$ cat config.mk
export PLATFORM = sky130hd
export DESIGN_NAME = dfa_pair_distinguisher
export DESIGN_NICKNAME = d
export VERILOG_FILES = /design/src/design/dpd_pkg.sv /design/src/design/dpd_ram.sv /design/src/design/dpd_controller.sv /design/src/design/dpd_datapath.sv /design/src/design/dfa_pair_distinguisher.sv
export SDC_FILE = /design/constraint.sdc
export NUM_CORES = 2
export LEC_CHECK = 0
export ABC_CLOCK_PERIOD_IN_PS = 11700
export BUFFER_PORTS_ARGS = -buffer_cell sky130_fd_sc_hd__buf_2
export CAP_MARGIN = 25
export CORE_UTILIZATION = 30
export CTS_CLUSTER_DIAMETER = 100
export DETAILED_ROUTE_END_ITERATION = 10
export SLEW_MARGIN = 20
export SYNTH_ARGS = -nofsm -noshare
export SYNTH_HDL_FRONTEND = slang
export SYNTH_SLANG_ARGS = --single-unit
$ cat constraint.sdc
create_clock -name i_clk -period 11.7 [get_ports i_clk]
set_input_delay 2.34 -clock i_clk [delete_from_list [all_inputs] [get_ports i_clk]]
set_output_delay 2.34 -clock i_clk [all_outputs]
set_load 0.005 [all_outputs]
$ cat src/design/dpd_pkg.sv
// ----------------------------------------------------------------------------
// dpd_pkg: shared types and constants of the dfa pair distinguisher
// Controller states, command and status bundles, fixed field widths.
// ----------------------------------------------------------------------------
package dpd_pkg;

    localparam int IN_W        = 3;
    localparam int ROW_W       = 2 * IN_W + 1;
    localparam int WIT_BITS    = 28;
    localparam int LEN_W       = 5;
    localparam int MAX_RESULTS = 28;

    typedef enum logic [3:0] {
        ST_IDLE,
        ST_FETCH_I,
        ST_FETCH_J,
        ST_LOAD_J,
        ST_INIT_PAIR,
        ST_TRY_A,
        ST_MARK_A,
        ST_TRY_B,
        ST_MARK_B,
        ST_OUT_READ,
        ST_OUT_LOAD,
        ST_OUT_WAIT
    } t_state;

    typedef struct packed {
        logic load_row;
        logic start;
        logic sel_j;
        logic cap_i;
        logic cap_j;
        logic init_pair;
        logic rd_q;
        logic rd_b;
        logic mark_a;
        logic mark_b;
        logic next_pair;
        logic new_sweep;
        logic out_load;
    } t_ctrl;

    typedef struct packed {
        logic last_pair;
        logic hit_a;
        logic hit_b;
        logic changed;
        logic out_last;
        logic out_taken;
    } t_stat;

endpackage

$ cat src/design/dpd_ram.sv
// ----------------------------------------------------------------------------
// dpd_ram: generic simple dual-port ram
// One write port, one read port with registered read data.
// ----------------------------------------------------------------------------
module dpd_ram #(
    parameter int WIDTH  = 8,
    parameter int DEPTH  = 16,
    parameter int ADDR_W = 4
) (
    input  logic              i_clk,
    input  logic              i_we,
    input  logic [ADDR_W-1:0] i_waddr,
    input  logic [WIDTH-1:0]  i_wdata,
    input  logic [ADDR_W-1:0] i_raddr,
    output logic [WIDTH-1:0]  o_rdata
);

    logic [WIDTH-1:0] r_mem [DEPTH];
    logic [WIDTH-1:0] r_rdata;

    always_ff @(posedge i_clk) begin
        if (i_we) begin
            r_mem[i_waddr] <= i_wdata;
        end
        r_rdata <= r_mem[i_raddr];
    end

    assign o_rdata = r_rdata;

endmodule

$ cat src/design/dpd_controller.sv
// ----------------------------------------------------------------------------
// dpd_controller: sequencing of row loads, marking passes and result beats
// Walks every pair through table fetch, acceptance or successor checks.
// ----------------------------------------------------------------------------
module dpd_controller (
    input  logic           i_clk,
    input  logic           i_rst_n,
    input  logic           i_in_valid,
    input  logic           i_last_row,
    input  dpd_pkg::t_stat i_stat,
    output logic           o_in_ready,
    output dpd_pkg::t_ctrl o_ctrl
);

    import dpd_pkg::*;

    t_state r_state;
    t_state n_state;
    logic   r_init_phase;
    logic   n_init_phase;
    logic   sweep_again;

    // a marking state changes the pass even before the flag register updates
    assign sweep_again = i_stat.changed || (r_state == ST_MARK_A) || (r_state == ST_MARK_B);

    always_ff @(posedge i_clk) begin
        if (!i_rst_n) begin
            r_state      <= ST_IDLE;
            r_init_phase <= 1'b0;
        end else begin
            r_state      <= n_state;
            r_init_phase <= n_init_phase;
        end
    end

    always_comb begin
        n_state      = r_state;
        n_init_phase = r_init_phase;
        case (r_state)
            ST_IDLE: begin
                if (i_in_valid && i_last_row) begin
                    n_state      = ST_FETCH_I;
                    n_init_phase = 1'b1;
                end
            end
            ST_FETCH_I: n_state = ST_FETCH_J;
            ST_FETCH_J: n_state = ST_LOAD_J;
            ST_LOAD_J: begin
                n_state = r_init_phase ? ST_INIT_PAIR : ST_TRY_A;
            end
            ST_INIT_PAIR: begin
                n_state = ST_FETCH_I;
                if (i_stat.last_pair) begin
                    n_init_phase = 1'b0;
                end
            end
            ST_TRY_A: begin
                n_state = i_stat.hit_a ? ST_MARK_A : ST_TRY_B;
            end
            ST_TRY_B, ST_MARK_A, ST_MARK_B: begin
                if ((r_state == ST_TRY_B) && i_stat.hit_b) begin
                    n_state = ST_MARK_B;
                end else if (!i_stat.last_pair || sweep_again) begin
                    n_state = ST_FETCH_I;
                end else begin
                    n_state = ST_OUT_READ;
                end
            end
            ST_OUT_READ: n_state = ST_OUT_LOAD;
            ST_OUT_LOAD: n_state = ST_OUT_WAIT;
            ST_OUT_WAIT: begin
                if (i_stat.out_taken) begin
                    n_state = i_stat.out_last ? ST_IDLE : ST_OUT_READ;
                end
            end
            default: n_state = ST_IDLE;
        endcase
    end

    always_comb begin
        o_ctrl     = '0;
        o_in_ready = 1'b0;
        case (r_state)
            ST_IDLE: begin
                o_in_ready      = 1'b1;
                o_ctrl.load_row = i_in_valid;
                o_ctrl.start    = i_in_valid && i_last_row;
            end
            ST_FETCH_I: begin
                o_ctrl.sel_j = 1'b0;
            end
            ST_FETCH_J: begin
                o_ctrl.sel_j = 1'b1;
                o_ctrl.cap_i = 1'b1;
            end
            ST_LOAD_J: begin
                o_ctrl.sel_j = 1'b1;
                o_ctrl.cap_j = 1'b1;
            end
            ST_INIT_PAIR: begin
                o_ctrl.init_pair = 1'b1;
                o_ctrl.next_pair = !i_stat.last_pair;
                o_ctrl.new_sweep = i_stat.last_pair;
            end
            ST_TRY_A: begin
                o_ctrl.rd_q = i_stat.hit_a;
            end
            ST_TRY_B, ST_MARK_A, ST_MARK_B: begin
                o_ctrl.mark_a = (r_state == ST_MARK_A);
                o_ctrl.mark_b = (r_state == ST_MARK_B);
                if ((r_state == ST_TRY_B) && i_stat.hit_b) begin
                    o_ctrl.rd_q = 1'b1;
                    o_ctrl.rd_b = 1'b1;
                end else begin
                    o_ctrl.next_pair = !i_stat.last_pair;
                    o_ctrl.new_sweep = i_stat.last_pair;
                end
            end
            ST_OUT_READ: begin
                o_ctrl.rd_q = 1'b0;
            end
            ST_OUT_LOAD: begin
                o_ctrl.out_load = 1'b1;
            end
            ST_OUT_WAIT: begin
                o_ctrl.next_pair = i_stat.out_taken && !i_stat.out_last;
            end
            default: begin
                o_ctrl = '0;
            end
        endcase
    end

endmodule

$ cat src/design/dpd_datapath.sv
// ----------------------------------------------------------------------------
// dpd_datapath: transition table, pair marks, witness store and result register
// Pair counters, successor pair lookup and witness extension.
// ----------------------------------------------------------------------------
module dpd_datapath #(
    parameter int NUM_STATES = 8
) (
    input  logic                          i_clk,
    input  logic                          i_rst_n,
    input  dpd_pkg::t_ctrl                i_ctrl,
    output dpd_pkg::t_stat                o_stat,
    input  logic [dpd_pkg::IN_W-1:0]      i_row_state,
    input  logic [dpd_pkg::IN_W-1:0]      i_next_on_a,
    input  logic [dpd_pkg::IN_W-1:0]      i_next_on_b,
    input  logic                          i_is_accepting,
    output logic                          o_out_valid,
    input  logic                          i_out_ready,
    output logic [dpd_pkg::IN_W-1:0]      o_first_state,
    output logic [dpd_pkg::IN_W-1:0]      o_second_state,
    output logic                          o_distinguished,
    output logic [dpd_pkg::WIT_BITS-1:0]  o_witness_symbols,
    output logic [dpd_pkg::LEN_W-1:0]     o_witness_length,
    output logic                          o_last_pair
);

    import dpd_pkg::*;

    localparam int NUM_PAIRS = NUM_STATES * (NUM_STATES - 1) / 2;
    localparam int TOTAL     = (NUM_PAIRS < MAX_RESULTS) ? NUM_PAIRS : MAX_RESULTS;
    localparam int SW        = ($clog2(NUM_STATES + 1) > IN_W) ? $clog2(NUM_STATES + 1) : IN_W;
    localparam int AW        = $clog2(NUM_STATES);
    localparam int PW        = $clog2(NUM_PAIRS + 1);
    localparam int WW        = LEN_W + WIT_BITS;

    localparam logic [SW-1:0]    N_S       = SW'(NUM_STATES);
    localparam logic [PW-1:0]    P_LAST    = PW'(NUM_PAIRS - 1);
    localparam logic [PW-1:0]    P_OUTLAST = PW'(TOTAL - 1);
    localparam logic [LEN_W-1:0] LEN_MAX   = LEN_W'(WIT_BITS);

    function automatic logic [PW-1:0] pair_idx(input logic [SW-1:0] lo, input logic [SW-1:0] hi);
        int l;
        int h;
        l = int'(lo);
        h = int'(hi);
        return PW'(l * (2 * NUM_STATES - l - 1) / 2 + h - l - 1);
    endfunction

    // pair walk
    logic [SW-1:0] r_i;
    logic [SW-1:0] r_j;
    logic [PW-1:0] r_p;

    // transition table
    logic                  tbl_we;
    logic [AW-1:0]         tbl_waddr;
    logic [AW-1:0]         tbl_raddr;
    logic [ROW_W-1:0]      tbl_rdata;
    logic [ROW_W-1:0]      tbl_row;
    logic [NUM_STATES-1:0] r_tbl_vld;
    logic                  r_tbl_q_vld;
    logic [ROW_W-1:0]      r_row_i;
    logic [ROW_W-1:0]      r_row_j;

    // marks and witnesses
    logic [NUM_PAIRS-1:0]  r_marked;
    logic                  r_changed;
    logic                  wit_we;
    logic [PW-1:0]         wit_raddr;
    logic [WW-1:0]         wit_wdata;
    logic [WW-1:0]         wit_rdata;
    logic [WIT_BITS-1:0]   wit_q;
    logic [LEN_W-1:0]      len_q;
    logic [LEN_W-1:0]      len_new;

    // successor pairs
    logic [SW-1:0] ai, aj, bi, bj;
    logic [SW-1:0] lo_a, hi_a, lo_b, hi_b;
    logic          ok_a, ok_b;
    logic [PW-1:0] q_a, q_b;

    // result register
    logic                r_out_valid;
    logic [IN_W-1:0]     r_first;
    logic [IN_W-1:0]     r_second;
    logic                r_dist;
    logic [WIT_BITS-1:0] r_wit;
    logic [LEN_W-1:0]    r_len;
    logic                r_last;

    assign tbl_we    = i_ctrl.load_row && (SW'(i_row_state) < N_S);
    assign tbl_waddr = AW'(i_row_state);
    assign tbl_raddr = i_ctrl.sel_j ? r_j[AW-1:0] : r_i[AW-1:0];
    assign tbl_row   = r_tbl_q_vld ? tbl_rdata : '0;

    dpd_ram #(
        .WIDTH  (ROW_W),
        .DEPTH  (NUM_STATES),
        .ADDR_W (AW)
    ) u_tbl_ram (
        .i_clk   (i_clk),
        .i_we    (tbl_we),
        .i_waddr (tbl_waddr),
        .i_wdata ({i_is_accepting, i_next_on_b, i_next_on_a}),
        .i_raddr (tbl_raddr),
        .o_rdata (tbl_rdata)
    );

    always_ff @(posedge i_clk) begin
        if (!i_rst_n) begin
            r_tbl_vld <= '0;
        end else if (tbl_we) begin
            r_tbl_vld[tbl_waddr] <= 1'b1;
        end
    end

    always_ff @(posedge i_clk) begin
        r_tbl_q_vld <= r_tbl_vld[tbl_raddr];
        if (i_ctrl.cap_i) begin
            r_row_i <= tbl_row;
        end
        if (i_ctrl.cap_j) begin
            r_row_j <= tbl_row;
        end
    end

    // successor pair on each symbol
    assign ai   = SW'(r_row_i[IN_W-1:0]);
    assign aj   = SW'(r_row_j[IN_W-1:0]);
    assign bi   = SW'(r_row_i[2*IN_W-1:IN_W]);
    assign bj   = SW'(r_row_j[2*IN_W-1:IN_W]);
    assign ok_a = (ai < N_S) && (aj < N_S) && (ai != aj);
    assign ok_b = (bi < N_S) && (bj < N_S) && (bi != bj);
    assign lo_a = (ai < aj) ? ai : aj;
    assign hi_a = (ai < aj) ? aj : ai;
    assign lo_b = (bi < bj) ? bi : bj;
    assign hi_b = (bi < bj) ? bj : bi;
    assign q_a  = pair_idx(lo_a, hi_a);
    assign q_b  = pair_idx(lo_b, hi_b);

    // witness extension
    assign wit_q     = wit_rdata[WIT_BITS-1:0];
    assign len_q     = wit_rdata[WW-1:WIT_BITS];
    assign len_new   = (len_q >= LEN_MAX) ? LEN_MAX : len_q + LEN_W'(1);
    assign wit_we    = i_ctrl.init_pair || i_ctrl.mark_a || i_ctrl.mark_b;
    assign wit_wdata = i_ctrl.init_pair ? '0 :
                       {len_new, wit_q[WIT_BITS-2:0], i_ctrl.mark_b};
    assign wit_raddr = i_ctrl.rd_q ? (i_ctrl.rd_b ? q_b : q_a) : r_p;

    dpd_ram #(
        .WIDTH  (WW),
        .DEPTH  (NUM_PAIRS),
        .ADDR_W (PW)
    ) u_wit_ram (
        .i_clk   (i_clk),
        .i_we    (wit_we),
        .i_waddr (r_p),
        .i_wdata (wit_wdata),
        .i_raddr (wit_raddr),
        .o_rdata (wit_rdata)
    );

    always_ff @(posedge i_clk) begin
        if (!i_rst_n) begin
            r_marked  <= '0;
            r_changed <= 1'b0;
        end else begin
            if (i_ctrl.start) begin
                r_marked <= '0;
            end else if (i_ctrl.init_pair) begin
                r_marked[r_p] <= r_row_i[ROW_W-1] ^ r_row_j[ROW_W-1];
            end else if (i_ctrl.mark_a || i_ctrl.mark_b) begin
                r_marked[r_p] <= 1'b1;
            end
            if (i_ctrl.start || i_ctrl.new_sweep) begin
                r_changed <= 1'b0;
            end else if (i_ctrl.mark_a || i_ctrl.mark_b) begin
                r_changed <= 1'b1;
            end
        end
    end

    // row-major pair counters
    always_ff @(posedge i_clk) begin
        if (!i_rst_n) begin
            r_i <= '0;
            r_j <= SW'(1);
            r_p <= '0;
        end else if (i_ctrl.start || i_ctrl.new_sweep) begin
            r_i <= '0;
            r_j <= SW'(1);
            r_p <= '0;
        end else if (i_ctrl.next_pair) begin
            r_p <= r_p + PW'(1);
            if (r_j == N_S - SW'(1)) begin
                r_i <= r_i + SW'(1);
                r_j <= r_i + SW'(2);
            end else begin
                r_j <= r_j + SW'(1);
            end
        end
    end

    // result register
    always_ff @(posedge i_clk) begin
        if (!i_rst_n) begin
            r_out_valid <= 1'b0;
        end else if (i_ctrl.out_load) begin
            r_out_valid <= 1'b1;
        end else if (i_out_ready) begin
            r_out_valid <= 1'b0;
        end
    end

    always_ff @(posedge i_clk) begin
        if (i_ctrl.out_load) begin
            r_first  <= r_i[IN_W-1:0];
            r_second <= r_j[IN_W-1:0];
            r_dist   <= r_marked[r_p];
            r_wit    <= r_marked[r_p] ? wit_q : '0;
            r_len    <= r_marked[r_p] ? len_q : '0;
            r_last   <= (r_p == P_OUTLAST);
        end
    end

    assign o_stat.last_pair = (r_p == P_LAST);
    assign o_stat.hit_a     = !r_marked[r_p] && ok_a && r_marked[q_a];
    assign o_stat.hit_b     = !r_marked[r_p] && ok_b && r_marked[q_b];
    assign o_stat.changed   = r_changed;
    assign o_stat.out_last  = (r_p == P_OUTLAST);
    assign o_stat.out_taken = r_out_valid && i_out_ready;

    assign o_out_valid       = r_out_valid;
    assign o_first_state     = r_first;
    assign o_second_state    = r_second;
    assign o_distinguished   = r_dist;
    assign o_witness_symbols = r_wit;
    assign o_witness_length  = r_len;
    assign o_last_pair       = r_last;

endmodule

$ cat src/design/dfa_pair_distinguisher.sv
// ----------------------------------------------------------------------------
// dfa_pair_distinguisher: state pair equivalence by table filling
// Loads a two-symbol transition table and reports each pair (up to 28) with a witness.
// ----------------------------------------------------------------------------
// Each input beat writes one table row (rows naming a state beyond NUM_STATES-1
// are dropped). A beat with last_row set starts a run: an acceptance pass over
// all pairs (fetch both rows, set the initial mark), then marking sweeps over all
// pairs, repeated until a sweep marks nothing, then one result beat per pair (at
// most 28), each held until taken before the next is loaded. The pace is set by
// the single read port of the table ram (two row fetches per pair) and of the
// witness ram (one successor witness read before each mark). No input beat is
// taken while a run is in progress. The table keeps its rows across runs and
// reads as zero until written after reset.
// ----------------------------------------------------------------------------
module dfa_pair_distinguisher #(
    parameter int NUM_STATES = 8
) (
    input  logic                          i_clk,
    input  logic                          i_rst_n,
    input  logic                          i_in_valid,
    output logic                          o_in_ready,
    input  logic [dpd_pkg::IN_W-1:0]      i_row_state,
    input  logic [dpd_pkg::IN_W-1:0]      i_next_on_a,
    input  logic [dpd_pkg::IN_W-1:0]      i_next_on_b,
    input  logic                          i_is_accepting,
    input  logic                          i_last_row,
    output logic                          o_out_valid,
    input  logic                          i_out_ready,
    output logic [dpd_pkg::IN_W-1:0]      o_first_state,
    output logic [dpd_pkg::IN_W-1:0]      o_second_state,
    output logic                          o_distinguished,
    output logic [dpd_pkg::WIT_BITS-1:0]  o_witness_symbols,
    output logic [dpd_pkg::LEN_W-1:0]     o_witness_length,
    output logic                          o_last_pair
);

    import dpd_pkg::*;

    t_ctrl ctrl;
    t_stat stat;

    dpd_controller u_ctrl (
        .i_clk      (i_clk),
        .i_rst_n    (i_rst_n),
        .i_in_valid (i_in_valid),
        .i_last_row (i_last_row),
        .i_stat     (stat),
        .o_in_ready (o_in_ready),
        .o_ctrl     (ctrl)
    );

    dpd_datapath #(
        .NUM_STATES (NUM_STATES)
    ) u_dp (
        .i_clk             (i_clk),
        .i_rst_n           (i_rst_n),
        .i_ctrl            (ctrl),
        .o_stat            (stat),
        .i_row_state       (i_row_state),
        .i_next_on_a       (i_next_on_a),
        .i_next_on_b       (i_next_on_b),
        .i_is_accepting    (i_is_accepting),
        .o_out_valid       (o_out_valid),
        .i_out_ready       (i_out_ready),
        .o_first_state     (o_first_state),
        .o_second_state    (o_second_state),
        .o_distinguished   (o_distinguished),
        .o_witness_symbols (o_witness_symbols),
        .o_witness_length  (o_witness_length),
        .o_last_pair       (o_last_pair)
    );

endmodule

==> metrics.yaml <==
status: "complete, no violations"
globalRouteTotalUtil: 0.150
p_leak_nw: 17.5
reg2reg_depth: 25
synthSimpleGateAreaFrac: 0.0622
yosys.area.top_type: "edfxtp_1"
clock_path_buffers: 3
synth-seq-cells: 1132
clock_sinks: 1132
antenna_found_initial: 3
netlist_top_cells_area: "edfxtp_1 67%, mux4_2 4.9%, dfxtp_1 4.2%"
portBuffers: 57
crit_fanout: 59
synthAdderAreaFrac: 0.0137
clockRootBuffer: "clkbuf_16"
synth_edf_count: 1035
yosysUniqueCellTypes: 81
start_util: 0.304
cts_hold_buffers: 0
finalPower_mw: 8.57
grt_pass1_wl_mm: 175
hold_class: "reg2reg"
finalHoldViolations: 0
post_cts_buffers: 0
antenna_left: 0
die_w_um: 395
vias: 26400
drc: 0
ys_seq_area_frac: 0.713
busiest_layer: "met2"
fmax_mhz: 116
layout-drive-gt1-share: 0.160
h-tree-depth: 3
regToRegStartpoint: "u_dp.r_row_j[2]"
setup_tns_ns: 0
p_sw_mw: 1.83
cts_tree: "built"
ys_dominant_reg_cell: "edfxtp_1"
timing.final.max_slew_violations: 0
final_cells: 5111
fp.dieH_um: 395
sequentialPowerShare: 0.519
insertedDiodeCount: 0
num_io_pins: 58
cp-end-kind: "register"
die_area_um2: 156000
r2r-end: "u_dp.u_wit_ram.o_rdata[1]"
dpl.cell_count: 4902
ir_drop_v: 0.000142
row_count: 143
cts_resized: 0
synthCells: 2944
wire_per_inst_um: 23.4
nets: 3047
crit_end: "u_dp.u_wit_ram.o_rdata[1]"
coreArea_um2: 153000
synthXorXnorAreaFrac: 0.00338
gp_congestion: 0.779
syn_area_um2: 46300
gr-usage-met3: 0.0209
crit_type: "reg2reg"
tightestPinTransition_ns: 1.07
grt_start_max_net_pins: 109
yosys_warnings: 0
grt_pass1_vias: 26100
period_minus_slack_ns: 8.61
first_pass_iters: 5
muxShareOfSynthArea: 0.0859
setup_viol: 0
hold-worst-slack_ns: 0.463
p_per_area_nw_per_um2: 162
synth_compound_area_frac: 0.0979
syn_to_final_growth_pct: 14.1
async_flop_share: 0
met2_usage: 0.257
slew_headroom: 0.287
vias_per_cell: 5.16
grt_overflow_total: 0
routed_wl_mm: 120
cts_buffers: 109
reg2reg_slack_ns: 3.09
worst_ep_arrival_time_ns: 9.17
clkPwrFrac: 0.428
syn_area_per_cell_um2: 15.7
fin_skew_ns: 0.0513
internal-power_mw: 6.74
period_share: 0.736
grt_setup_unrepaired: "false"
worst_skew_pair.late_latency_ns: 0.72
path_clk_slew_ns: 0.06
max_cap_viol_count: 0
start_kind: "register"
synth_top_family_by_area: "compound AO/OA/AOI/OAI gates"
combPwrFrac: 0.053
required_ns: 12.25
drt_iter0_markers: 2690
hpwlAfterDp_mm: 60.3
yosysTopAreaCellShare: 0.671
sw_frac_of_total: 0.213
use_met1: 0.197
startpoint: "u_dp.r_row_j[2]"
## power by group through the flow
stage	combinational [mW]	clock (mW)	sequential, mW
3_5_place_dp	0.455	0	4.54
6_report	0.454	3.67	4.45
2_1_floorplan	0.341	0	4.53
4_1_cts	0.457	3.74	4.45
3_3_place_gp	0.447	0	4.54
5_1_grt	0.500	3.87	4.45
## logic make-up (layout without fill, tap and decap cells)
| kind of cell | count (synthesis) | count (layout) |
|---|---|---|
| xor+xnor | 17 | 17 |
| buf+inv | 233 | 369 |
| mux | 270 | 270 |
| fa+ha+maj | 47 | 47 |
| simple gates | 586 | 586 |
| compound gates | 658 | 658 |
| other cells | 1 | 2 |
| flops | 1132 | 1132 |
## area by class of cell
cell class / instances / area, um^2
well taps: 2030 / 2540
flip-flops and latches: 1132 / 33000
inverters: 39 / 146
multi-input cells: 1580 / 12500
repair buffers: 123 / 821
clock buffers: 151 / 2980
fillers: 14400 / 99800
clock inverters: 56 / 801
## registers in the layout, summed over array words and instances (netlist names), 3 cells and up
signal                  flops
u_dp.r_j                    4
u_dp.r_row_i                7
u_dp.r_i                    4
u_dp.o_second_state         3
u_dp.r_p                    5
u_dp.r_marked              28
u_dp.r_tbl_vld              8
u_dp.o_witness_symbols     28
u_dp.r_row_j                7
u_ctrl.r_state              4
u_dp.o_first_state          3
u_dp.u_tbl_ram.r_mem       56
u_dp.u_tbl_ram.o_rdata      7
u_dp.u_wit_ram.r_mem      924
u_dp.u_wit_ram.o_rdata     33
u_dp.o_witness_length       5
## critical path, stage by stage (launching register included)
cell	delay, ns
edfxtp_1	0.42
inv_1	0.12
ha_1	0.29
or3b_4	0.44
nand3_1	0.25
nand2_1	0.11
o21ai_0	0.17
nor2_1	0.08
ha_1	0.31
ha_1	0.29
ha_1	0.32
fa_1	0.56
inv_1	0.07
fa_1	0.46
xor2_1	0.56
mux2i_1	0.24
mux2i_1	0.31
nand3_1	0.18
mux2_4	0.34
a221oi_4	0.52
or2_4	0.89
buf_4	0.64
mux4_2	0.40
nand3_1	0.10
o211ai_1	0.11
a2bb2oi_1	0.20
## through the flow
step	setup slack, ns	util	instance area, um^2
6_report	3.09	0.346	52800
5_1_grt	2.44	0.346	52800
4_1_cts	2.96	0.346	52800
3_5_place_dp	2.99	0.321	49000
3_3_place_gp	3.03	0.321	49000
2_1_floorplan	5.11	-	46300
## cell usage in the layout (no fill, tap or decap), types with 17 or more instances in the layout
master     Yosys  layout
a221oi_1      35      35
and3_1        35      35
o211ai_1      33      33
a31oi_1       38      38
ha_1          41      41
and2_1        45      44
nor2b_1       41      41
dfxtp_1       97      97
buf_4         23      63
clkbuf_1     106      33
nand3_1      146     146
a21oi_1      189     188
o221a_2       26      26
nor2_1        74      44
nor2_4         0      30
buf_2         45      57
nand2_1      181     179
inv_1         37      37
o21ai_0       97      97
mux2i_1      154     152
a211oi_1      69      68
clkbuf_16      0     109
a2bb2oi_1     33      32
a221o_1       32      32
edfxtp_1    1035    1035
mux4_2       100     100
a22o_1        33      33
o21ai_1       17      17
## worst min-delay path by stage
stage | from | to | slack, ns | depth (start not counted)
2_1_floorplan | u_dp.r_changed | u_dp.r_changed | 0.43 | 2
3_3_place_gp | u_dp.r_changed | u_dp.r_changed | 0.44 | 2
3_5_place_dp | u_dp.r_changed | u_dp.r_changed | 0.45 | 2
4_1_cts | u_dp.r_changed | u_dp.r_changed | 0.47 | 2
5_1_grt | u_dp.r_tbl_vld[5] | u_dp.r_tbl_vld[5] | 0.49 | 1
6_report | u_dp.r_tbl_vld[0] | u_dp.r_tbl_vld[0] | 0.46 | 1
## routing by layer
metal / vias to the layer above / part of all wire
met5: - / 0
met1: 13500 / 0.42
met3: 191 / 0.062
li1: 11700 / -
met2: 939 / 0.50
met4: 0 / 0.024
## synth_stat cells (all sizes together) (14+ instances only)
cell     count
mux4       100
a221oi      36
o211ai      34
nand2b      14
mux2i      155
clkbuf     107
a22o        33
nor2        74
and2        45
nand3      146
a21oi      189
buf         87
edfxtp    1035
inv         38
a2bb2oi     33
nand2      182
ha          41
a31oi       39
o221a       27
o21ai      114
o21a        15
dfxtp       97
and3        35
nor2b       41
a221o       32
a211oi      70
mux2        15
Note: power is estimated with default switching activity, not from simulation.
